$ cat src/rtl/ara_pkg.sv
`default_nettype none

package ara_pkg;

    localparam int SUM_W        = 20;
    localparam int PROD_W       = 2 * SUM_W;
    localparam int ROOT_W       = SUM_W;
    localparam int CORDIC_SHIFT = 24;
    localparam int CORDIC_W     = 48;
    localparam int STEP_W       = 5;
    localparam int ATAN_W       = 23;
    localparam int ACC_W        = 25;
    localparam int ANGLE_W      = 17;
    localparam int OFFSET_W     = 16;
    localparam int SAMPLE_W     = 16;
    localparam int ROUND_BIAS   = 128;
    localparam int ROUND_SHIFT  = 8;
    localparam int ROLL_LIMIT   = 23040;
    localparam int QUEUE_DEPTH  = 2;

    typedef struct packed {
        logic                       kind;
        logic signed [SAMPLE_W-1:0] accel_x;
        logic signed [SAMPLE_W-1:0] accel_y;
        logic signed [SAMPLE_W-1:0] accel_z;
    } in_item_t;

    typedef struct packed {
        logic signed [ANGLE_W-1:0] roll_angle;
        logic                      read_error;
    } out_item_t;

    typedef struct packed {
        logic                    err;
        logic signed [SUM_W-1:0] sx;
        logic signed [SUM_W-1:0] sy;
        logic signed [SUM_W-1:0] sz;
    } grp_cmd_t;

    function automatic logic [ATAN_W-1:0] atan_entry(input logic [STEP_W-1:0] idx);
        logic [ATAN_W-1:0] val;
        case (idx)
            5'd0:    val = 23'd2949120;
            5'd1:    val = 23'd1740967;
            5'd2:    val = 23'd919879;
            5'd3:    val = 23'd466945;
            5'd4:    val = 23'd234379;
            5'd5:    val = 23'd117304;
            5'd6:    val = 23'd58666;
            5'd7:    val = 23'd29335;
            5'd8:    val = 23'd14668;
            5'd9:    val = 23'd7334;
            5'd10:   val = 23'd3667;
            5'd11:   val = 23'd1833;
            5'd12:   val = 23'd917;
            5'd13:   val = 23'd458;
            5'd14:   val = 23'd229;
            5'd15:   val = 23'd115;
            5'd16:   val = 23'd57;
            5'd17:   val = 23'd29;
            5'd18:   val = 23'd14;
            5'd19:   val = 23'd7;
            5'd20:   val = 23'd4;
            5'd21:   val = 23'd2;
            5'd22:   val = 23'd1;
            default: val = 23'd0;
        endcase
        return val;
    endfunction

endpackage

`default_nettype wire

$ cat src/rtl/ara_fifo.sv
`default_nettype none

module ara_fifo (
    input  wire logic             clk,
    input  wire logic             rst_n,
    input  wire logic             push,
    input  wire ara_pkg::grp_cmd_t wr_data,
    input  wire logic             pop,
    output ara_pkg::grp_cmd_t     rd_data,
    output logic                  full,
    output logic                  empty
);
    localparam int PTR_W = (ara_pkg::QUEUE_DEPTH > 1) ? $clog2(ara_pkg::QUEUE_DEPTH) : 1;
    localparam int CNT_W = $clog2(ara_pkg::QUEUE_DEPTH + 1);

    ara_pkg::grp_cmd_t entries_mem [ara_pkg::QUEUE_DEPTH];
    logic [PTR_W-1:0]  wr_ptr_reg;
    logic [PTR_W-1:0]  rd_ptr_reg;
    logic [CNT_W-1:0]  count_reg;
    logic              do_push;
    logic              do_pop;

    assign full    = (count_reg == CNT_W'(ara_pkg::QUEUE_DEPTH));
    assign empty   = (count_reg == '0);
    assign do_push = push && !full;
    assign do_pop  = pop && !empty;
    assign rd_data = entries_mem[rd_ptr_reg];

    always_ff @(posedge clk)
    begin
        if (do_push)
        begin
            entries_mem[wr_ptr_reg] <= wr_data;
        end
    end

    always_ff @(posedge clk or negedge rst_n)
    begin
        if (!rst_n)
        begin
            wr_ptr_reg <= '0;
            rd_ptr_reg <= '0;
            count_reg  <= '0;
        end
        else
        begin
            if (do_push)
            begin
                wr_ptr_reg <= (wr_ptr_reg == PTR_W'(ara_pkg::QUEUE_DEPTH - 1)) ? '0
                                                                             : wr_ptr_reg + 1'b1;
            end
            if (do_pop)
            begin
                rd_ptr_reg <= (rd_ptr_reg == PTR_W'(ara_pkg::QUEUE_DEPTH - 1)) ? '0
                                                                             : rd_ptr_reg + 1'b1;
            end
            if (do_push && !do_pop)
            begin
                count_reg <= count_reg + 1'b1;
            end
            else if (do_pop && !do_push)
            begin
                count_reg <= count_reg - 1'b1;
            end
        end
    end

endmodule

`default_nettype wire

$ cat config.mk
export PLATFORM = sky130hd
export DESIGN_NAME = ara_fifo
export DESIGN_NICKNAME = d
export VERILOG_FILES = /design/src/rtl/ara_pkg.sv /design/src/rtl/ara_fifo.sv
export SDC_FILE = /design/constraint.sdc
export NUM_CORES = 1
export LEC_CHECK = 0
export ABC_AREA = 1
export BUFFER_PORTS_ARGS = -buffer_cell sky130_fd_sc_hd__buf_2
export CAP_MARGIN = 20
export CORE_ASPECT_RATIO = 0.8
export CORE_UTILIZATION = 55
export CTS_CLUSTER_DIAMETER = 50
export CTS_CLUSTER_SIZE = 14
export DETAILED_ROUTE_END_ITERATION = 12
export GPL_ROUTABILITY_DRIVEN = 0
export PLACE_DENSITY = 0.83
export SYNTH_ARGS = -nofsm -noshare
export SYNTH_HDL_FRONTEND = slang
export SYNTH_SLANG_ARGS = --single-unit
export TNS_END_PERCENT = 50
$ cat constraint.sdc
create_clock -name clk -period 10.7 [get_ports clk]
set_clock_uncertainty 0.1 [all_clocks]
set_input_delay 1.605 -clock clk [delete_from_list [all_inputs] [get_ports clk]]
set_output_delay 1.605 -clock clk [all_outputs]
set_load 0.01 [all_outputs]
After elaboration in Yosys (flattened, before gate mapping)

Memory sizes are Yosys's and may differ from the RTL's.
Cells that the tools add are included.

Bits in registers: 4
RAM bits: 122
Bits of input ports: 65
Output and inout port bits: 63
Logic and storage cells: 25
Memories: 1

Memories:

| memory      | depth | width | read ports | clocked after Yosys merged registers in | write ports | RTL line       | source |
|---|---|---|---|---|---|---|---|
| entries_mem | 2     | 61    | 1          | 0                                       | 1           | ara_fifo.sv:16 | `ara_pkg::grp_cmd_t entries_mem [ara_pkg::QUEUE_DEPTH];` |

$add $sub $neg: 4
Equal/unequal tests: 1
Mux-type cells: 6
Reduce and logical (&&, ||, !) cells: 10

Operators by type and width:

| cell                  | count |
|---|---|
| $logic_and A1 B1 Y1   | 4 |
| $logic_not A1 Y1      | 4 |
| $mux W1               | 4 |
| $mux W2               | 2 |
| $add A1 B1 Y1 const B | 2 |
| $add A2 B1 Y2 const B | 1 |
| $eq A2 B2 Y1 const B  | 1 |
| $logic_not A2 Y1      | 1 |
| $reduce_bool A2 Y1    | 1 |
| $sub A2 B1 Y2 const B | 1 |

Depth between registers and ports, before layout

Word-level depth: 7
Depth in mapped cells: 9
Depth with buffers taken out: 9

Least setup slack after synthesis

OpenSTA, ideal clock, no wires.

Path type: input to register
From: in push
To: mem entries_mem[1][0] (netlist bit), enable pin
Library setup time: 0.480 ns
Arrival time: 4.234 ns
Required time: 10.120 ns
Path slack: 5.886 ns
Cell stages on the path: 2
Buffers on the path: 0
Path through: o21ai_1 -> nor2_1

Word-level cells in the longest chain between the ends: 3

Ends and longest elaborated chain:

| element                       | RTL line       | source |
|---|---|---|
| start: declaration            | ara_fifo.sv:6  | `input wire logic push,` |
| $logic_and A1 B1 Y1           | ara_fifo.sv:25 | `assign do_push = push && !full;` |
| $mux W1                       | ara_fifo.sv:31 | `if (do_push)` |
| $mux W1 (not written as such) | ara_fifo.sv:33 | `entries_mem[wr_ptr_reg] <= wr_data;` |
| end: declaration              | ara_fifo.sv:16 |  |

No other way between the ends.

==> results.py <==
metrics = {
    "floorplan": {
        "io-pin-count": 128,
        "row_count": 29,
        "die_y_um": 84.46,
        "start_util_pct": 57.77,
        "die_area_mm2": 0.008874,
        "die-width_um": 105.1,
        "coreArea_mm2": 0.008092,
    },
    "timing": {
        "maxSlewViolCount": 0,
        "max_freq_mhz": 277.7,
        "setup_tns_ns": 0,
        "final-hold-violation-count": 0,
        "tightest_slew_ns": 0.6540,
        "setup_violations": 0,
        "grt_setup_unrepaired": "no",
        "whs_ns": 0.4142,
        "fin_crit_ns": 3.601,
        "slew-limit-headroom_pct": 56.40,
        "fin_ws_ns": 7.099,
        "post-route-period-util_pct": 33.65,
    },
    "clock_tree": {
        "worstSkewPairLatency_ns": 0.50,
        "worst_setup_hold_path_clk_slew_ns": 0.05,
        "holdBufCountCts": 0,
        "clock-sinks": 126,
        "cts_root_buf": "clkbuf_8",
        "cts_tree": "built",
        "cts_setup_buffers": 0,
        "clock_path_buffers": 2,
        "cts_buffers": 17,
        "ctsResizeCount": 0,
        "htreeDepth": 4,
    },
    "finish": {
        "area_delta_synth_final_pct": 27.54,
        "seqCellArea_mm2": 0.003765,
        "largest_register_ffs": 122,
        "n_antenna_cell": 0,
        "drive_gt1_share_pct": 33.13,
        "utilization_pct": 73.68,
        "fin_cells": 606,
        "fill_cells": 517,
        "multi_input_area_um2": 803.3,
        "final_nets": 552,
        "post-route-cell-area_mm2": 0.005962,
    },
    "synth": {
        "ys_warn_count": 0,
        "ys_types": 17,
        "synth_nets": 416,
        "syn_inst": 350,
        "synth_area_mm2": 0.004674,
        "seq_area_frac_synth_pct": 80.51,
        "avgSynthCellArea_um2": 13.36,
        "ys_ff_latch": 126,
    },
    "placement": {
        "dp_hpwl_mm": 5.388,
        "io_buffer_count": 127,
        "placed_area_mm2": 0.005394,
        "dp_cells": 575,
        "post-place-ws_ns": 7.247,
    },
    "setup_path": {
        "crit_start": "rd_ptr_reg",
        "r2r-start": "count_reg[0]",
        "critPathCaptureType": "primary output",
        "crit_family": "buffers and inverters",
        "cp-start-kind": "register",
        "crit_buf_inv": 2,
        "cp.arrival_ns": 1.90,
        "worstSetupPathType": "reg -> out",
        "cp.required_ns": 9.00,
        "crit_path_frequent_cell": "nand2_1",
        "cp_max_fo": 62,
        "cpPeakStageDelay_ns": 0.54,
        "path_cells": "buf_4, nand2_1, nand2_1, buf_2",
        "crit_slowest_cell": "buf_4",
    },
    "global_routing": {
        "grt_use_total_pct": 21.26,
        "grt-ovfl-total": 0,
        "grt_max_degree": 63,
        "grt_pass1_vias": 2914,
        "antenna_found_initial": 0,
        "grt_pass1_wl_mm": 13.69,
    },
    "pwr": {
        "powerDensity_mw_per_mm2": 293.5,
        "vdd_drop_max_mv": 0.1646,
        "leakage_nw": 2.613,
        "finalPower_mw": 1.750,
    },
    "job": {
        "drv_cap": 0,
    },
    "routing": {
        "drcViolationCount": 0,
        "antenna_left": 0,
        "vias_per_cell": 4.888,
        "drt_iter0_markers": 221,
        "drt-wirelength-per-cell_um": 14.55,
        "wirelength_mm": 8.820,
        "dr.pass1.iters": 5,
        "vias": 2962,
    },
    "hold_path": {
        "hp-start": "wr_ptr_reg",
        "min_path_type": "reg -> reg",
    },
    "run_status": {
        "run_status": "finished, final reports clean",
    },
}
==> layer usage <==
| layer | routed length, µm | global-route usage (%) | up-vias |
|---|---|---|---|
| li1 | - | - | 1448 |
| met1 | 3604 | 26.43 | 1379 |
| met2 | 4428 | 33.84 | 125 |
| met3 | 701 | 8.696 | 10 |
| met4 | 86 | 8.067 | 0 |
| met5 | 0 | 0 | - |
==> cell usage in the layout, fill, tap and decap left out, types with 3 or more instances in the layout <==
cell	count
clkbuf_16	16
buf_2	127
nand2_1	192
edfxtp_1	122
bufinv_16	3
clkinv_2	4
dfrtp_1	3
buf_4	3
inv_1	5
==> worst paths after layout <==
check                                     end  slack [ns]  cells after the start
min in group asynchronous          wr_ptr_reg        0.80                      1
min                                wr_ptr_reg        0.41                      2
min reg2reg                        wr_ptr_reg        0.41                      2
max                               rd_data[40]        7.10                      4
max reg2reg                entries_mem[1][38]        8.47                      3
max in group asynchronous          rd_ptr_reg        9.56                      1
==> kinds of logic (layout without fill, tap and decap cells) <==
group           after synthesis  in the layout  share of synthesized area, %
compound gates                2              2                        0.2141
xor+xnor                      1              1                        0.1874
fa+ha+maj                     1              1                        0.2676
buf+inv                      21            169                         2.463
flops                       126            126                         80.51
simple gates                199            199                         16.35
==> area by class of cell <==
cell class,instances,area share [%]
Clock inverter,12,2.455
Sequential cell,126,63.15
Inverter,8,0.5456
Timing Repair Buffer,130,11.04
Multi-Input combinational cell,203,13.47
Tap cell,108,2.267
Clock buffer,19,7.072
==> worst register-to-register path, cell delays in order, from the launching register on <==
cell	delay [ns]
dfrtp_1	0.48
o21ai_1	0.18
nor2_4	0.48
buf_4	0.60
==> Yosys cell counts <==
| master | instances | area (µm²) |
|---|---|---|
| buf_2 | 6 | 30.03 |
| buf_4 | 7 | 52.55 |
| dfrtp_1 | 4 | 100.1 |
| edfxtp_1 | 122 | 3664 |
| ha_1 | 1 | 12.51 |
| inv_1 | 6 | 22.52 |
| inv_2 | 1 | 3.750 |
| inv_4 | 1 | 6.260 |
| nand2_1 | 192 | 720.7 |
| nand3_1 | 1 | 5.000 |
| nand3b_1 | 1 | 7.510 |
| nand4_1 | 1 | 6.260 |
| nor2_1 | 2 | 7.510 |
| nor2_2 | 1 | 6.260 |
| nor2_4 | 1 | 11.26 |
| o21ai_1 | 2 | 10.01 |
| xnor2_1 | 1 | 8.760 |
==> where the power goes <==
part / switching [mW] / internal (mW) / leakage [nW]
Clock: 0.193 / 0.351 / 0.275
Sequential: 0.0324 / 0.675 / 1.18
Combinational: 0.339 / 0.161 / 1.16
Total: 0.563 / 1.19 / 2.61
Power figures use the tool's default switching activity.
