### src/rtl/ara_pkg.sv
`default_nettype none

package ara_pkg;

    localparam int SUM_W        = 20;
    localparam int PROD_W       = 2 * SUM_W;
    localparam int ROOT_W       = SUM_W;
    localparam int CORDIC_SHIFT = 24;
    localparam int CORDIC_W     = 48;
    localparam int STEP_W       = 5;
    localparam int ATAN_W       = 23;
    localparam int ACC_W        = 25;
    localparam int ANGLE_W      = 17;
    localparam int OFFSET_W     = 16;
    localparam int SAMPLE_W     = 16;
    localparam int ROUND_BIAS   = 128;
    localparam int ROUND_SHIFT  = 8;
    localparam int ROLL_LIMIT   = 23040;
    localparam int QUEUE_DEPTH  = 2;

    typedef struct packed {
        logic                       kind;
        logic signed [SAMPLE_W-1:0] accel_x;
        logic signed [SAMPLE_W-1:0] accel_y;
        logic signed [SAMPLE_W-1:0] accel_z;
    } in_item_t;

    typedef struct packed {
        logic signed [ANGLE_W-1:0] roll_angle;
        logic                      read_error;
    } out_item_t;

    typedef struct packed {
        logic                    err;
        logic signed [SUM_W-1:0] sx;
        logic signed [SUM_W-1:0] sy;
        logic signed [SUM_W-1:0] sz;
    } grp_cmd_t;

    function automatic logic [ATAN_W-1:0] atan_entry(input logic [STEP_W-1:0] idx);
        logic [ATAN_W-1:0] val;
        case (idx)
            5'd0:    val = 23'd2949120;
            5'd1:    val = 23'd1740967;
            5'd2:    val = 23'd919879;
            5'd3:    val = 23'd466945;
            5'd4:    val = 23'd234379;
            5'd5:    val = 23'd117304;
            5'd6:    val = 23'd58666;
            5'd7:    val = 23'd29335;
            5'd8:    val = 23'd14668;
            5'd9:    val = 23'd7334;
            5'd10:   val = 23'd3667;
            5'd11:   val = 23'd1833;
            5'd12:   val = 23'd917;
            5'd13:   val = 23'd458;
            5'd14:   val = 23'd229;
            5'd15:   val = 23'd115;
            5'd16:   val = 23'd57;
            5'd17:   val = 23'd29;
            5'd18:   val = 23'd14;
            5'd19:   val = 23'd7;
            5'd20:   val = 23'd4;
            5'd21:   val = 23'd2;
            5'd22:   val = 23'd1;
            default: val = 23'd0;
        endcase
        return val;
    endfunction

endpackage

`default_nettype wire

### src/rtl/ara_stream_if.sv
`default_nettype none

interface ara_stream_if #(
    parameter type payload_t = logic
);
    logic     valid;
    logic     ready;
    payload_t data;

    modport source (output valid, output data, input ready);
    modport sink   (input valid, input data, output ready);
endinterface

`default_nettype wire

### src/rtl/ara_back.sv
`default_nettype none

module ara_back #(
    parameter int CORDIC_STEPS = 16
) (
    input  wire logic              clk,
    input  wire logic              rst_n,
    input  wire ara_pkg::grp_cmd_t cmd,
    input  wire logic              empty,
    output logic                   pop,
    ara_stream_if.source           roll_out
);
    typedef enum logic [2:0] {
        S_IDLE,
        S_SQ,
        S_ADD,
        S_ROOT,
        S_RND,
        S_ROT,
        S_FIN
    } state_t;

    localparam int SUM_W    = ara_pkg::SUM_W;
    localparam int PROD_W   = ara_pkg::PROD_W;
    localparam int ROOT_W   = ara_pkg::ROOT_W;
    localparam int CW       = ara_pkg::CORDIC_W;
    localparam int STEP_W   = ara_pkg::STEP_W;
    localparam int ACC_W    = ara_pkg::ACC_W;
    localparam int ANGLE_W  = ara_pkg::ANGLE_W;
    localparam int OFFSET_W = ara_pkg::OFFSET_W;

    state_t                        state_reg, state_next;
    logic                          calib_reg, calib_next;
    logic signed [OFFSET_W-1:0]    offset_reg, offset_next;
    logic                          out_valid_reg, out_valid_next;
    ara_pkg::out_item_t            out_data_reg, out_data_next;

    logic                          err_reg;
    logic [SUM_W-1:0]              ax_reg, az_reg;
    logic signed [SUM_W-1:0]       sy_reg;
    logic [PROD_W-1:0]             px_reg, pz_reg;
    logic [PROD_W-1:0]             rem_reg;
    logic [PROD_W-1:0]             res_reg;
    logic [PROD_W-1:0]             bit_reg;
    logic                          zero_reg;
    logic signed [CW-1:0]          cx_reg, cy_reg;
    logic signed [ACC_W-1:0]       acc_reg;
    logic [STEP_W-1:0]             step_reg;

    logic [SUM_W-1:0]              ax_abs, az_abs;
    logic [PROD_W-1:0]             trial;
    logic [ROOT_W-1:0]             root_rnd;
    logic signed [CW-1:0]          shx, shy;
    logic signed [ACC_W-1:0]       atan_val;
    logic signed [ACC_W-1:0]       rnd_full, rnd_clamp;
    logic signed [ANGLE_W-1:0]     roll;
    logic                          fire;

    assign ax_abs   = cmd.sx[SUM_W-1] ? SUM_W'(~cmd.sx + SUM_W'(1)) : SUM_W'(cmd.sx);
    assign az_abs   = cmd.sz[SUM_W-1] ? SUM_W'(~cmd.sz + SUM_W'(1)) : SUM_W'(cmd.sz);
    assign trial    = res_reg + bit_reg;
    assign root_rnd = res_reg[ROOT_W-1:0] + ROOT_W'(rem_reg > res_reg);
    assign shx      = cx_reg >>> step_reg;
    assign shy      = cy_reg >>> step_reg;
    assign atan_val = ACC_W'(ara_pkg::atan_entry(step_reg));
    assign rnd_full = (acc_reg + ACC_W'(ara_pkg::ROUND_BIAS)) >>> ara_pkg::ROUND_SHIFT;
    assign fire     = !out_valid_reg || roll_out.ready;
    assign pop      = (state_reg == S_IDLE) && !empty;

    always_comb
    begin
        if (rnd_full > ACC_W'(ara_pkg::ROLL_LIMIT))
        begin
            rnd_clamp = ACC_W'(ara_pkg::ROLL_LIMIT);
        end
        else if (rnd_full < -ACC_W'(ara_pkg::ROLL_LIMIT))
        begin
            rnd_clamp = -ACC_W'(ara_pkg::ROLL_LIMIT);
        end
        else
        begin
            rnd_clamp = rnd_full;
        end
        roll = zero_reg ? '0 : ANGLE_W'(rnd_clamp);
    end

    always_comb
    begin
        state_next     = state_reg;
        calib_next     = calib_reg;
        offset_next    = offset_reg;
        out_valid_next = out_valid_reg && !roll_out.ready;
        out_data_next  = out_data_reg;
        case (state_reg)
            S_IDLE:
            begin
                if (!empty)
                begin
                    state_next = cmd.err ? S_FIN : S_SQ;
                end
            end
            S_SQ:
            begin
                state_next = S_ADD;
            end
            S_ADD:
            begin
                state_next = S_ROOT;
            end
            S_ROOT:
            begin
                if (bit_reg[0])
                begin
                    state_next = S_RND;
                end
            end
            S_RND:
            begin
                state_next = S_ROT;
            end
            S_ROT:
            begin
                if (step_reg == STEP_W'(CORDIC_STEPS - 1))
                begin
                    state_next = S_FIN;
                end
            end
            S_FIN:
            begin
                if (fire)
                begin
                    state_next = S_IDLE;
                    if (err_reg)
                    begin
                        out_valid_next           = 1'b1;
                        out_data_next.roll_angle = '0;
                        out_data_next.read_error = 1'b1;
                    end
                    else if (!calib_reg)
                    begin
                        calib_next  = 1'b1;
                        offset_next = OFFSET_W'(roll);
                    end
                    else
                    begin
                        out_valid_next           = 1'b1;
                        out_data_next.roll_angle = roll - ANGLE_W'(offset_reg);
                        out_data_next.read_error = 1'b0;
                    end
                end
            end
            default:
            begin
                state_next = S_IDLE;
            end
        endcase
    end

    always_ff @(posedge clk or negedge rst_n)
    begin
        if (!rst_n)
        begin
            state_reg     <= S_IDLE;
            calib_reg     <= 1'b0;
            offset_reg    <= '0;
            out_valid_reg <= 1'b0;
        end
        else
        begin
            state_reg     <= state_next;
            calib_reg     <= calib_next;
            offset_reg    <= offset_next;
            out_valid_reg <= out_valid_next;
        end
    end

    always_ff @(posedge clk)
    begin
        out_data_reg <= out_data_next;
        case (state_reg)
            S_IDLE:
            begin
                err_reg <= cmd.err;
                ax_reg  <= ax_abs;
                az_reg  <= az_abs;
                sy_reg  <= cmd.sy;
            end
            S_SQ:
            begin
                px_reg <= ax_reg * ax_reg;
                pz_reg <= az_reg * az_reg;
            end
            S_ADD:
            begin
                rem_reg <= px_reg + pz_reg;
                res_reg <= '0;
                bit_reg <= PROD_W'(1) << (PROD_W - 2);
            end
            S_ROOT:
            begin
                if (rem_reg >= trial)
                begin
                    rem_reg <= rem_reg - trial;
                    res_reg <= (res_reg >> 1) + bit_reg;
                end
                else
                begin
                    res_reg <= res_reg >> 1;
                end
                bit_reg <= bit_reg >> 2;
            end
            S_RND:
            begin
                zero_reg <= (root_rnd == '0) && (sy_reg == '0);
                cx_reg   <= CW'({root_rnd, {ara_pkg::CORDIC_SHIFT{1'b0}}});
                cy_reg   <= CW'(sy_reg) <<< ara_pkg::CORDIC_SHIFT;
                acc_reg  <= '0;
                step_reg <= '0;
            end
            S_ROT:
            begin
                if (cy_reg > 0)
                begin
                    cx_reg  <= cx_reg + shy;
                    cy_reg  <= cy_reg - shx;
                    acc_reg <= acc_reg + atan_val;
                end
                else
                begin
                    cx_reg  <= cx_reg - shy;
                    cy_reg  <= cy_reg + shx;
                    acc_reg <= acc_reg - atan_val;
                end
                step_reg <= step_reg + 1'b1;
            end
            default:
            begin
            end
        endcase
    end

    assign roll_out.valid = out_valid_reg;
    assign roll_out.data  = out_data_reg;

endmodule

`default_nettype wire

### src/flat_wrapper.sv
// flat-port wrapper written by rule: the top's interface ports become plain ports
module ara_back_flat 
#(
    parameter int CORDIC_STEPS = 16
)
  (clk, rst_n, cmd, empty, pop, roll_out_valid, roll_out_data, roll_out_ready);
  ara_stream_if roll_out_i ();
  input  wire logic clk;
  input  wire logic rst_n;
  input  wire ara_pkg::grp_cmd_t cmd;
  input  wire logic empty;
  output logic pop;
  output wire logic [$bits(roll_out_i.valid)-1:0] roll_out_valid;
  output wire logic [$bits(roll_out_i.data)-1:0] roll_out_data;
  input wire logic [$bits(roll_out_i.ready)-1:0] roll_out_ready;
  assign roll_out_valid = roll_out_i.valid;
  assign roll_out_data = roll_out_i.data;
  assign roll_out_i.ready = roll_out_ready;
  ara_back #(.CORDIC_STEPS(CORDIC_STEPS)) u_core (.clk(clk), .rst_n(rst_n), .cmd(cmd), .empty(empty), .pop(pop), .roll_out(roll_out_i));
endmodule
### config.mk
export PLATFORM = sky130hd
export DESIGN_NAME = ara_back_flat
export DESIGN_NICKNAME = d
export VERILOG_FILES = /design/src/rtl/ara_pkg.sv /design/src/rtl/ara_stream_if.sv /design/src/rtl/ara_back.sv /design/src/flat_wrapper.sv
export SDC_FILE = /design/constraint.sdc
export NUM_CORES = 1
export LEC_CHECK = 0
export BUFFER_PORTS_ARGS = -buffer_cell sky130_fd_sc_hd__buf_2
export CAP_MARGIN = 20
export CORE_ASPECT_RATIO = 0.8
export CORE_MARGIN = 5
export CORE_UTILIZATION = 41
export DETAILED_ROUTE_END_ITERATION = 7
export PLACE_DENSITY = 0.86
export SLEW_MARGIN = 20
export SYNTH_ARGS = -nofsm -noshare
export SYNTH_HDL_FRONTEND = slang
export SYNTH_SLANG_ARGS = --single-unit
### constraint.sdc
create_clock -name clk -period 1.28 [get_ports clk]
set_input_delay 0.192 -clock clk [delete_from_list [all_inputs] [get_ports clk]]
set_output_delay 0.192 -clock clk [all_outputs]
set_load 0.01 [all_outputs]
# --- Yosys cells after proc, flatten, opt, wreduce, memory -nomap -nowiden ---
# Index checks and enable logic that the tools add are counted.
totals:
  output_inout_bits: 3
  word_cells: 46
  n_memories: 0
  rom_bits: 0
  latchBits: 0
  ram_bits: 0
  reg_bits: 52
classes:
  addsub: 1
  mux: 13
  shift: 0
  n_reduce_logical: 13
  magnitude_cmp: 0
  div: 0
  bitwise: 1
  eq_ne: 11
  n_mul: 0
op_table:
  columns: ["cell", "count"]
  rows:
  - ["40-bit case mux with 2 select lines", 1]
  - ["3-bit case mux with 7 select lines", 1]
  - ["3-bit two-way mux", 5]
  - ["5-bit case mux with 2 select lines", 1]
  - ["3-bit equality test, second input constant", 3]
  - ["3-bit by 2-bit equality test with 1-bit output, second input constant", 2]
  - ["2-bit by 1-bit inequality test with 1-bit output, second input constant", 3]
  - ["3-bit AND reduction", 2]
  - ["2-bit nonzero test", 3]
  - ["5-bit by 1-bit adder with 5-bit output, second input constant", 1]
  - ["5-bit by 4-bit equality test with 1-bit output, second input constant", 1]
  - ["1-bit two-way mux", 5]
  - ["4-bit AND reduction", 1]
  - ["3-bit by 1-bit equality test with 1-bit output, second input constant", 1]
  - ["1-bit logical NOT", 3]
  - ["3-bit logical NOT", 1]
  - ["1-bit logical AND", 2]
  - ["2-bit inequality test, second input constant", 1]
  - ["1-bit logical OR", 1]
  - ["1-bit inverter", 1]

# --- Logic depth before layout (Yosys ltp) ---
# Gate-level depths: netlist (run 1).
depth:
  ltp_word: 6
  mapped_depth: 6
  mapped_depth_nobuf: 6

# --- Worst setup path after synthesis (run 1) ---
# No wires, ideal clock.
synth_timing:
  path_type: "reg2reg"
  from: "register u_core.step_reg[0]"
  to: "register u_core.step_reg[4] (data pin)"
  arrival_time_ps: 1043
  stages_incl_launch_ff: 5
  setup_ps: 252
  path_slack_ps: -15
  path_buffers: 0
  cell_sequence: "edfxtp_1 ha_1 and3_1 ha_1 nor2_1"
synth_via:
  elab_chain_len: 2
synth_rtl:
  columns: ["item", "line_no", "source"]
  rows:
  - ["from (decl)", "ara_back.sv:48", "logic [STEP_W-1:0] step_reg;"]
  - ["from (signal assigned)", "ara_back.sv:234", "step_reg <= step_reg + 1'b1;"]
  - ["5-bit by 1-bit adder with 5-bit output", "ara_back.sv:234", null]
  - ["5-bit case mux with 2 select lines", "ara_back.sv:180", "case (state_reg)"]
# Every way passes these cells.
# A chain may end at the register's enable or synchronous reset.

# --- Worst setup path in the final report (run 1) ---
layout_timing:
  from: "register u_core.state_reg[0]"
  to: "output pop"
layout_via:
  elab_chain_len: 2
layout_rtl:
  columns: ["item", "line_no", "source"]
  rows:
  - ["from (decl)", "ara_back.sv:32", "state_t state_reg, state_next;"]
  - ["from (signal assigned)", "ara_back.sv:170", "state_reg <= state_next;"]
  - ["3-bit logical NOT", "ara_back.sv:68", "assign pop = (state_reg == S_IDLE) && !empty;"]
  - ["1-bit logical AND", "ara_back.sv:68", null]
  - ["to (decl)", "flat_wrapper.sv:12", "output logic pop;"]
# Every way passes these cells.

==> out/qor.tcl, run 1 <==
set qor(outcome) {complete, but fails checks}
set qor(violations) {negative setup slack}
set qor(wire_per_inst_um) 14.88
set qor(synthDistinctLibCells) 33
set qor(worst_path_largest_cell_delay_ns) 0.41
set qor(finalHoldViolations) 0
set qor(upper_clock_frequency_limit_ghz) 0.7175
set qor(grt_pass1_vias) 878
set qor(total_iterations_of_the_first_detailed_routing_run) 5
set qor(routed.top_layer) {met4}
set qor(initial_antenna_violation_count) 0
set qor(grt_pass1_wl_mm) 4.388
set qor(fp-row-count) 19
set qor(timing.final.max_slew_violations) 0
set qor(max-vdd-ir-drop_uv) 1320
set qor(hold_path_depth) 1
set qor(violation_count_after_the_first_detailed_route_iteration) 30
set qor(vias_per_inst) 5.236
set qor(largest_reg_flops) 20
set qor(syn-num-nets) 165
set qor(final_antenna_net_count) 0
set qor(power_density_nw_per_um2) 2441
set qor(ctsHtreeMaxLevel) 2
set qor(cts-root-to-sink-buffers) 2
set qor(worstSetupEndpointType) {primary output}
set qor(yosysWarnings) 0
set qor(cts.sinks) 32
set qor(cp_cell_sequence) {buf_6, nor4_4, buf_2}
set qor(post-route-drc-count) 0
set qor(largest_net_degree_at_the_start_of_global_routing) 26
set qor(grt_use_total_pct) 12.66
set qor(path_clk_slew_ns) 0.06
set qor(vias) 864
set qor(synthFlopType) {edfxtp_1}
set qor(synth.avg_cell_area_um2) 14.38
set qor(worstMarginPinSlew_ns) 0.2636
set qor(reg2reg_depth) 5
set qor(cts_bufs_inserted) 5
set qor(clock_tree_root_buffer_cell) {clkbuf_8}
set qor(timing.critical_path.from_type) {flip-flop}
set qor(cp_arrival_ns) 1.20
set qor(core-area_um2) 3376
set qor(wl_met1_mm) 1.107
set qor(die_x_um) 75.54
set qor(hold_slack_ns) 0.1465
set qor(timing.critical_path.required_ns) 1.09
set qor(critical_path_peak_fanout) 7
set qor(final-setup-viol-count) 25
set qor(boundaryPins) 68
set qor(final_critical_path_setup_slack_ns) -0.1137
set qor(synth.top_cell.area_share_pct) 57.55
set qor(sequential_element_share_of_the_synthesized_area_pct) 66.43
set qor(met3_wirelength_um) 91
set qor(met2_wl_mm) 1.163
set qor(synthToLayoutAreaGrowth_pct) 27.71
set qor(die_h_um) 62.43
set qor(finalWeightedCongestion) 0.7141
set qor(max_cap_viol_count) 0
set qor(fin_skew_ns) 0.005121
set qor(hpwl_reported_at_the_end_of_detailed_placement_mm) 1.478
set qor(hp-class) {input port to flip-flop}
set qor(cellLeakagePower_nw) 0.7613
set qor(netlist_area_um2) 1409
set qor(synthTopCellsByArea) {edfxtp_1 (58%), and3_1 (9.3%), dfrtp_1 (8.9%)}
set qor(postSynthRegisterBits) 32
set qor(ant_cells) 0
set qor(synth_edf_count) 27
set qor(clock_tree_from_tritoncts) {yes}
set qor(leftover_overflow_at_the_end_of_global_routing) 0
set qor(clk-insertion-delay-late_ns) 0.28
set qor(post-route-min-period_ns) 1.394
set qor(totalWireLength_mm) 2.455
set qor(synthDominantAreaCellType) {edfxtp_1}
set qor(final_core_util_pct) 53.30
set qor(nNetsFinal) 189
set qor(dieArea_um2) 4716
set qor(worst_slew_margin_rel_pct) 82.39
set qor(grt_setup_unrepaired) {yes}
set qor(period_share_pct) 108.9
set qor(portBuffers) 7
set qor(synth_async_sr_flop_share_pct) 15.63
set qor(critPathSlowestCell) {dfrtp_1}
set qor(post_route_cells_drive_above_1_share_pct) 40.65
set qor(post_synth_inst_count) 98
set qor(start_util_pct) 41.73
set qor(path_class) {flip-flop to primary output}
## cells in the mapped netlist (2+ instances only)
master    count
and3_1       21
edfxtp_1     27
and2_1        2
nand2_1       3
nor2_1        5
inv_1         2
a21oi_1       2
nor2b_1       2
buf_4         2
buf_6         4
ha_1          2
dfrtp_1       5
## per-stage QoR
step	cell area (µm²)	TNS, ns	setup slack, ns	power, mW	std cells
floorplan	1411	0	0.01058	2.701	98
global placement	1514	-0.03869	-0.02833	2.904	149
detailed placement	1514	-0.2561	-0.1230	2.992	149
CTS	1728	-0.1879	-0.1120	4.138	164
global route	1799	-1.852	-0.1557	4.654	165
finish	1799	-0.7931	-0.1137	4.392	165
## critical path: cells and delay by family, from the launching register on
family                 cells  cell delay [ns]
and+or+nand+nor            1             0.19
DFF                        1             0.41
buffers and inverters      2             0.32
## per-layer routing
metal	global-route usage [%]	vias to the layer above
met4	6.550	0
met2	17.78	20
met1	16.56	426
met3	5.145	10
li1	-	408
met5	0	-
## power by group
group | internal (mW) | switching (mW) | leakage (nW)
Sequential | 1.70 | 0.146 | 0.330
Combinational | 0.824 | 0.774 | 0.376
Clock | 0.577 | 0.367 | 0.0552
Total | 3.10 | 1.29 | 0.761
## cell families after synthesis
kind of cell	share of synthesized area [%]
flops	66.43
fa+ha+maj	1.776
buf+inv	5.150
simple gates	19.98
compound gates	5.417
xor+xnor	1.244
## cell type report
type                            count  area (µm²)
Clock buffer                        6       72.57
Clock inverter                      2       35.03
Fill cell                         279        1577
Inverter                            2       7.507
Multi-Input combinational cell     57       464.2
Sequential cell                    32       935.9
Tap cell                           42       52.55
Timing Repair Buffer               24       231.5
## worst paths after layout
path | startpoint | to | slack, ns
setup / recovery | u_core.state_reg[0] | pop | -0.11
hold / removal | cmd[60] | u_core.err_reg | 0.15
setup reg to reg | u_core.state_reg[2] | u_core.bit_reg[38] | -0.07
hold reg to reg | u_core.calib_reg | u_core.roll_out.valid | 0.52
max in group asynchronous | rst_n | u_core.roll_out.valid | 0.90
min in group asynchronous | rst_n | u_core.calib_reg | 0.24
## cell usage in the layout (no fill, tap or decap), types with 2 or more instances in the layout
| cell | instances |
|---|---|
| and2_1 | 2 |
| and3_1 | 20 |
| buf_2 | 7 |
| buf_4 | 9 |
| buf_6 | 3 |
| clkbuf_16 | 2 |
| clkbuf_8 | 5 |
| dfrtp_1 | 5 |
| edfxtp_1 | 27 |
| inv_1 | 2 |
| nand2_1 | 2 |
| nand2_2 | 2 |
| nor2_1 | 4 |
| nor2b_1 | 2 |
## what timing repair did
item,4_1_cts,5_1_grt
buffers inserted,6,0
cloned,0,2
hold buffers,1,0
resized for setup,10,7
hold endpoints to repair,5,0
pin swaps,8,5
setup endpoints to repair,4,27
Power figures use the tool's default switching activity.
==> run 2: changes to the inputs <==
Settings changed: BUFFER_PORTS_ARGS -buffer_cell sky130_fd_sc_hd__buf_2 to unset, CAP_MARGIN 20 to unset, CORE_UTILIZATION 41 to 55, DONT_BUFFER_PORTS set to 1, PLACE_DENSITY 0.86 to 0.84.
==> out/qor.tcl, run 2 (synthesis results as in run 1) <==
set qor(outcome) {complete, but fails checks} ;# unchanged
set qor(violations) {negative setup slack} ;# unchanged
set qor(timing.critical_path.required_ns) 1.09 ;# about the same
set qor(comb_power_share_pct) 34.2 ;# was 36.4%
set qor(hold_path.startpoint) {empty} ;# was cmd[60]
set qor(grt_use_total_pct) 13.27 ;# was 12.66%
set qor(timing.critical_path.from_type) {flip-flop} ;# unchanged
set qor(crit-reg2reg-launch) {u_core.state_reg[1]} ;# was u_core.state_reg[2]
set qor(post_route_cells_drive_above_1_share_pct) 36.84 ;# was 40.65%
set qor(upper_clock_frequency_limit_ghz) 0.7294 ;# was 0.7175 GHz
set qor(instances_no_fill) 150 ;# was 165
set qor(worst_path_largest_cell_delay_ns) 0.44 ;# was 0.41 ns
set qor(cellLeakagePower_nw) 0.6791 ;# was 0.7613 nW
set qor(critical_path_peak_fanout) 2 ;# was 7
set qor(fp-row-count) 16 ;# was 19
set qor(mostFrequentLayoutCell) {edfxtp_1} ;# unchanged
set qor(finalHoldViolations) 0 ;# unchanged
set qor(wire_per_inst_um) 14.05 ;# was 14.88 µm
set qor(path_class) {flip-flop to primary output} ;# unchanged
set qor(worstSetupEndpointType) {primary output} ;# unchanged
set qor(grt_pass1_vias) 753 ;# was 878
set qor(critPathSlowestCell) {dfrtp_2} ;# was dfrtp_1
set qor(layout_common_cells) {edfxtp_1 (27), and3_1 (20), buf_4 (10)} ;# was edfxtp_1 (27), and3_1 (20), buf_4 (9)
set qor(violation_count_after_the_first_detailed_route_iteration) 37 ;# was 30
set qor(vias) 815 ;# was 864
set qor(min_to) {u_core.state_reg[1]} ;# was u_core.err_reg
set qor(max_cap_viol_count) 0 ;# unchanged
set qor(ctsHtreeMaxLevel) 2 ;# unchanged
set qor(ant_cells) 0 ;# unchanged
set qor(dieArea_um2) 3680 ;# was 4716 µm²
set qor(worst_path_dominant_cell_family) {flip-flops} ;# unchanged
set qor(hpwl_reported_at_the_end_of_detailed_placement_mm) 1.302 ;# was 1.478 mm
set qor(core-area_um2) 2442 ;# was 3376 µm²
set qor(period_share_pct) 107.1 ;# was 108.9%
set qor(reg2reg_depth) 4 ;# was 5
set qor(final-setup-viol-count) 44 ;# was 25
set qor(synthToLayoutAreaGrowth_pct) 17.67 ;# was 27.71%
set qor(clock_tree_from_tritoncts) {yes} ;# unchanged
set qor(largest_reg_flops) 20 ;# unchanged
set qor(cts-root-to-sink-buffers) 2 ;# unchanged
set qor(clk-insertion-delay-late_ns) 0.31 ;# was 0.28 ns
set qor(power_switching_share_pct) 29.92 ;# was 29.33%
set qor(total_iterations_of_the_first_detailed_routing_run) 4 ;# was 5
set qor(portBuffers) 0 ;# was 7
set qor(placed_cells_incl_taps) 136 ;# was 149
set qor(post-route-min-period_ns) 1.371 ;# was 1.394 ns
set qor(worst_slew_margin_rel_pct) 83.03 ;# was 82.39%
set qor(power_frac_seq_pct) 49.5 ;# was 42.1%
set qor(final_critical_path_setup_slack_ns) -0.09105 ;# was -0.1137 ns
set qor(vias_per_inst) 5.433 ;# was 5.236
set qor(n_fill_cell) 183 ;# was 279
set qor(initial_antenna_violation_count) 0 ;# unchanged
set qor(power_density_nw_per_um2) 2301 ;# was 2441 nW/µm²
set qor(nNetsFinal) 180 ;# was 189
set qor(boundaryPins) 68 ;# unchanged
set qor(cp_cell_sequence) {nor4_4, buf_4} ;# was buf_6, nor4_4, buf_2
set qor(multi_input_area_um2) 450.4 ;# was 464.2 µm²
set qor(layout.area.seq_um2) 939.7 ;# was 935.9 µm²
set qor(clock_tree_root_buffer_cell) {clkbuf_4} ;# was clkbuf_8
set qor(totalWireLength_mm) 2.108 ;# was 2.455 mm
set qor(post-route-drc-count) 0 ;# unchanged
set qor(grt_pass1_wl_mm) 3.594 ;# was 4.388 mm
set qor(cts.sinks) 32 ;# unchanged
set qor(rrSetupSlack_ns) -0.09 ;# was -0.07 ns
set qor(cp_arrival_ns) 1.18 ;# was 1.20 ns
set qor(hold_path_depth) 3 ;# was 1
set qor(max-vdd-ir-drop_uv) 1212 ;# was 1320 µV
set qor(largest_net_degree_at_the_start_of_global_routing) 21 ;# was 26
set qor(die_x_um) 66.59 ;# was 75.54 µm
set qor(final_antenna_net_count) 0 ;# unchanged
set qor(power.net_switching_mw) 1.141 ;# was 1.288 mW
set qor(intPower_mw) 2.674 ;# was 3.103 mW
set qor(leftover_overflow_at_the_end_of_global_routing) 0 ;# unchanged
set qor(start_util_pct) 57.68 ;# was 41.73%
set qor(finalWeightedCongestion) 0.7032 ;# was 0.7141
set qor(path_clk_slew_ns) 0.09 ;# was 0.06 ns
set qor(hp-class) {input port to flip-flop} ;# unchanged
set qor(dpl_worst_slack_ns) -0.04116 ;# was -0.1230 ns
set qor(fin_skew_ns) 0.003881 ;# was 0.005121 ns
set qor(worstPathBufferInverterCount) 1 ;# was 2
set qor(grt_setup_unrepaired) {yes} ;# unchanged
set qor(timing.rr.end) {u_core.bit_reg[30]} ;# was u_core.bit_reg[38]
set qor(worstMarginPinSlew_ns) 0.2540 ;# was 0.2636 ns
set qor(timing.final.max_slew_violations) 0 ;# unchanged
set qor(die_h_um) 55.27 ;# was 62.43 µm
set qor(cts_bufs_inserted) 5 ;# unchanged
set qor(clock_power_share_pct) 16.4 ;# was 21.5%
-- run 2: changes by cell type in the layout (fill, tap and decap cells not counted), moves of 2 or more --
cell / before / now
clkbuf_8: 5 / 2
dfrtp_2: 0 / 3
buf_6: 3 / 1
dfrtp_1: 5 / 2
buf_2: 7 / 0
clkbuf_4: 0 / 5
clkbuf_16: 2 / 0
-- run 2: stage by stage --
step	instance area (µm²)	hold WS [ns]	TNS, ns	utilization (%)	power (mW)
after floorplan	1411	-0.1036	0	-	2.701
after global placement	1484	-0.1034	-0.2666	60.76	2.942
after detailed placement	1484	-0.1034	-0.4968	60.76	3.001
after CTS	1639	0.08117	-1.567	67.11	3.779
after global routing	1658	0.07849	-4.606	67.88	4.066
final	1658	0.09917	-2.443	67.88	3.815
-- run 2: worst max path at each step --
stage                                   start                   to  slack [ns]  cells past startpoint
after floorplan            u_core.step_reg[0]   u_core.step_reg[4]        0.01                      4
after global placement    u_core.state_reg[1]   u_core.bit_reg[30]       -0.02                      3
after detailed placement   u_core.step_reg[0]  u_core.state_reg[0]       -0.04                      6
after CTS                 u_core.state_reg[1]                  pop       -0.12                      2
after global routing      u_core.state_reg[1]                  pop       -0.15                      2
final                     u_core.state_reg[1]                  pop       -0.09                      2
-- run 2: final cells by class --
| class | count | share of cell area, % |
|---|---|---|
| Timing Repair Buffer | 15 | 8.830 |
| Inverter | 2 | 0.4528 |
| Clock buffer | 8 | 4.151 |
| Sequential cell | 32 | 56.68 |
| Multi-Input combinational cell | 57 | 27.17 |
| Tap cell | 36 | 2.717 |
-- run 2: what timing repair did --
| action | 4_1_cts | 5_1_grt |
|---|---|---|
| endpoints found under the hold margin | 6 | 0 |
| pin swaps | 5 | 0 |
| gates resized for setup | 10 | 4 |
| setup buffers | 3 | 1 |
| setup endpoints to repair | 40 | 46 |
| hold buffers | 2 | 0 |
-- run 2: power by group through the flow --
stage	registers, mW	clock network (mW)	logic (mW)
floorplan	1.83	0	0.875
global placement	1.90	0	1.04
detailed placement	1.92	0	1.08
CTS	1.88	0.647	1.25
global route	1.92	0.709	1.44
finish	1.89	0.625	1.30
-- run 2: worst reg2reg max path, delay by kind of cell, from the launching register on --
kind	cells	cell delay (ns)
buffers and inverters	2	0.36
and+or+nand+nor	2	0.48
DFF	1	0.41
-- run 2: metal layers --
layer	wire length, µm	vias to the layer above	global-route usage (%)
met5	0	-	0
met4	19	0	5.217
met3	130	2	6.085
met1	949	398	17.54
li1	-	392	-
met2	1009	23	18.93
==> run 3: changes to the inputs <==
Settings changed: CORE_ASPECT_RATIO 0.8 to 0.6.
==> out/qor.tcl, run 3 (synthesis results as in run 1) <==
set qor(outcome) {complete, but fails checks} ;# unchanged
set qor(violations) {negative setup slack} ;# unchanged
set qor(critPathSlowestCell) {dfrtp_1} ;# was dfrtp_2
set qor(portBuffers) 0 ;# unchanged
set qor(leftover_overflow_at_the_end_of_global_routing) 0 ;# unchanged
set qor(crit-reg2reg-launch) {u_core.state_reg[0]} ;# was u_core.state_reg[1]
set qor(final_critical_path_setup_slack_ns) -0.1171 ;# was -0.09105 ns
set qor(final_antenna_net_count) 0 ;# unchanged
set qor(fp-row-count) 14 ;# was 16
set qor(boundaryPins) 68 ;# unchanged
set qor(fin_skew_ns) 0.006452 ;# was 0.003881 ns
set qor(worstMarginPinSlew_ns) 0.2242 ;# was 0.2540 ns
set qor(synthToLayoutAreaGrowth_pct) 33.66 ;# was 17.67%
set qor(ctsHtreeMaxLevel) 2 ;# unchanged
set qor(critical_path_peak_fanout) 3 ;# was 2
set qor(hold_path.startpoint) {empty} ;# unchanged
set qor(violation_count_after_the_first_detailed_route_iteration) 22 ;# was 37
set qor(grt_pass1_wl_mm) 4.071 ;# was 3.594 mm
set qor(path_clk_slew_ns) 0.07 ;# was 0.09 ns
set qor(power_density_nw_per_um2) 2586 ;# was 2301 nW/µm²
set qor(reg2reg_depth) 5 ;# was 4
set qor(period_share_pct) 109.2 ;# was 107.1%
set qor(hold_slack_ns) 0.1329 ;# was 0.09917 ns
set qor(initial_antenna_violation_count) 0 ;# unchanged
set qor(cts_bufs_inserted) 5 ;# unchanged
set qor(timing.final.max_slew_violations) 0 ;# unchanged
set qor(ant_cells) 0 ;# unchanged
set qor(die_x_um) 75.34 ;# was 66.59 µm
set qor(timing.rr.end) {u_core.roll_out.data} ;# was u_core.bit_reg[30]
set qor(post-route-min-period_ns) 1.397 ;# was 1.371 ns
set qor(grt_use_total_pct) 15.39 ;# was 13.27%
set qor(worstPathBufferInverterCount) 2 ;# was 1
set qor(layout_common_cells) {edfxtp_1 (27), and3_1 (19), buf_4 (17)} ;# was edfxtp_1 (27), and3_1 (20), buf_4 (10)
set qor(placed_cell_area_um2) 1486 ;# was 1484 µm²
set qor(max_cap_viol_count) 0 ;# unchanged
set qor(fin_tns_setup_ns) -2.995 ;# was -2.443 ns
set qor(cts.sinks) 32 ;# unchanged
set qor(timing.critical_path.required_ns) 1.27 ;# was 1.09 ns
set qor(path_class) {flip-flop to flip-flop} ;# was flip-flop to primary output
set qor(vias_per_inst) 5.541 ;# was 5.433
set qor(critical-path-top-cell-by-count) {buf_4}
set qor(grt_pass1_vias) 880 ;# was 753
set qor(largest_reg_flops) 20 ;# unchanged
set qor(core-area_um2) 2470 ;# was 2442 µm²
set qor(post_route_cells_drive_above_1_share_pct) 42.52 ;# was 36.84%
set qor(worst_path_dominant_cell_family) {flip-flops} ;# unchanged
set qor(dieArea_um2) 3707 ;# was 3680 µm²
set qor(totalWireLength_mm) 2.549 ;# was 2.108 mm
set qor(max-vdd-ir-drop_uv) 1371 ;# was 1212 µV
set qor(timing.critical_path.from_type) {flip-flop} ;# unchanged
set qor(n_fill_cell) 143 ;# was 183
set qor(cp_arrival_ns) 1.39 ;# was 1.18 ns
set qor(clock_tree_from_tritoncts) {yes} ;# unchanged
set qor(critical_path_depth) 5 ;# was 2
set qor(mostFrequentLayoutCell) {edfxtp_1} ;# unchanged
set qor(cp_cell_sequence) {buf_4, buf_4, and3b_2, o21ai_2, nor2b_1} ;# was nor4_4, buf_4
set qor(vias) 881 ;# was 815
set qor(finalInstanceArea_um2) 1883 ;# was 1658 µm²
set qor(final-setup-viol-count) 43 ;# was 44
set qor(instances_no_fill) 159 ;# was 150
set qor(nNetsFinal) 193 ;# was 180
set qor(clk-insertion-delay-late_ns) 0.28 ;# was 0.31 ns
set qor(min_to) {u_core.state_reg[0]} ;# was u_core.state_reg[1]
set qor(upper_clock_frequency_limit_ghz) 0.7158 ;# was 0.7294 GHz
set qor(hold_path_depth) 3 ;# unchanged
set qor(total_iterations_of_the_first_detailed_routing_run) 4 ;# unchanged
set qor(placed_cells_incl_taps) 133 ;# was 136
set qor(post-route-drc-count) 0 ;# unchanged
set qor(cellLeakagePower_nw) 0.7983 ;# was 0.6791 nW
set qor(cts-root-to-sink-buffers) 2 ;# unchanged
set qor(worstSetupEndpointType) {flip-flop} ;# was primary output
set qor(rrSetupSlack_ns) -0.12 ;# was -0.09 ns
set qor(start_util_pct) 57.04 ;# was 57.68%
set qor(finalWeightedCongestion) 0.7858 ;# was 0.7032
set qor(worst_path_largest_cell_delay_ns) 0.41 ;# was 0.44 ns
set qor(wire_per_inst_um) 16.03 ;# was 14.05 µm
set qor(grt_setup_unrepaired) {yes} ;# unchanged
set qor(finalHoldViolations) 0 ;# unchanged
set qor(die_h_um) 49.21 ;# was 55.27 µm
set qor(clock_tree_root_buffer_cell) {clkbuf_8} ;# was clkbuf_4
set qor(worst_slew_margin_rel_pct) 85.01 ;# was 83.03%
set qor(hp-class) {input port to flip-flop} ;# unchanged
set qor(largest_net_degree_at_the_start_of_global_routing) 14 ;# was 21
set qor(hpwl_reported_at_the_end_of_detailed_placement_mm) 1.350 ;# was 1.302 mm
run 3: changes by cell type in the layout (fill, tap and decap cells not counted), moves of 2 or more:
cell      previous run  this run
clkbuf_8             2         7
nor2_2               2         0
nor2_1               3         5
clkbuf_4             5         0
buf_4               10        17
buf_6                1         3
run 3: report_power, final:
| part | total [mW] | internal (mW) | switching (mW) |
|---|---|---|---|
| registers | 1.89 | 1.71 | 0.177 |
| logic | 1.95 | 1.11 | 0.836 |
| clock network | 1.04 | 0.686 | 0.351 |
| total | 4.87 | 3.51 | 1.36 |
run 3: worst max-delay path by stage:
stage                              from                   end  slack (ns)
finish              u_core.state_reg[0]  u_core.roll_out.data       -0.12
global route        u_core.state_reg[0]                   pop       -0.16
CTS                 u_core.state_reg[0]  u_core.roll_out.data        -0.1
detailed placement   u_core.step_reg[0]   u_core.state_reg[0]       -0.05
floorplan            u_core.step_reg[0]    u_core.step_reg[4]        0.01
global placement     u_core.step_reg[0]   u_core.state_reg[0]       -0.02
run 3: routing by layer:
layer | up-vias | wire length (µm) | GRT usage (%)
li1 | 418 | - | -
met1 | 441 | 1161 | 19.21
met2 | 18 | 1229 | 22.92
met3 | 4 | 132 | 6.379
met4 | 0 | 26 | 7.267
met5 | - | 0 | 0
run 3: tightest hold or removal path, stage by stage:
cell	delay [ns]
nor3_2	0.02
nor2_1	0.10
o31ai_2	0.07
run 3: final cells by class:
class | count | area [µm²] | share of cell area, %
Clock inverter | 1 | 30.03 | 1.595
Multi-Input combinational cell | 57 | 464.2 | 24.65
Tap cell | 32 | 40.04 | 2.126
Sequential cell | 32 | 938.4 | 49.83
Clock buffer | 7 | 96.34 | 5.116
Timing Repair Buffer | 28 | 306.5 | 16.28
Inverter | 2 | 7.507 | 0.3987
run 3: metrics by stage:
| stage | total power [mW] | worst slack, ns | util, % |
|---|---|---|---|
| after floorplan | 2.701 | 0.01058 | - |
| after global placement | 2.938 | -0.01748 | 60.18 |
| after detailed placement | 3.011 | -0.04775 | 60.18 |
| after CTS | 4.706 | -0.09851 | 74.52 |
| after global routing | 5.115 | -0.1596 | 76.24 |
| final | 4.869 | -0.1171 | 76.24 |
run 3: what timing repair did:
action,in CTS,in global routing
buffers inserted,12,1
pin swaps,4,2
hold buffers,2,0
setup endpoints to repair,8,44
cloned,2,1
resized for setup,11,6
hold endpoints to repair,6,0
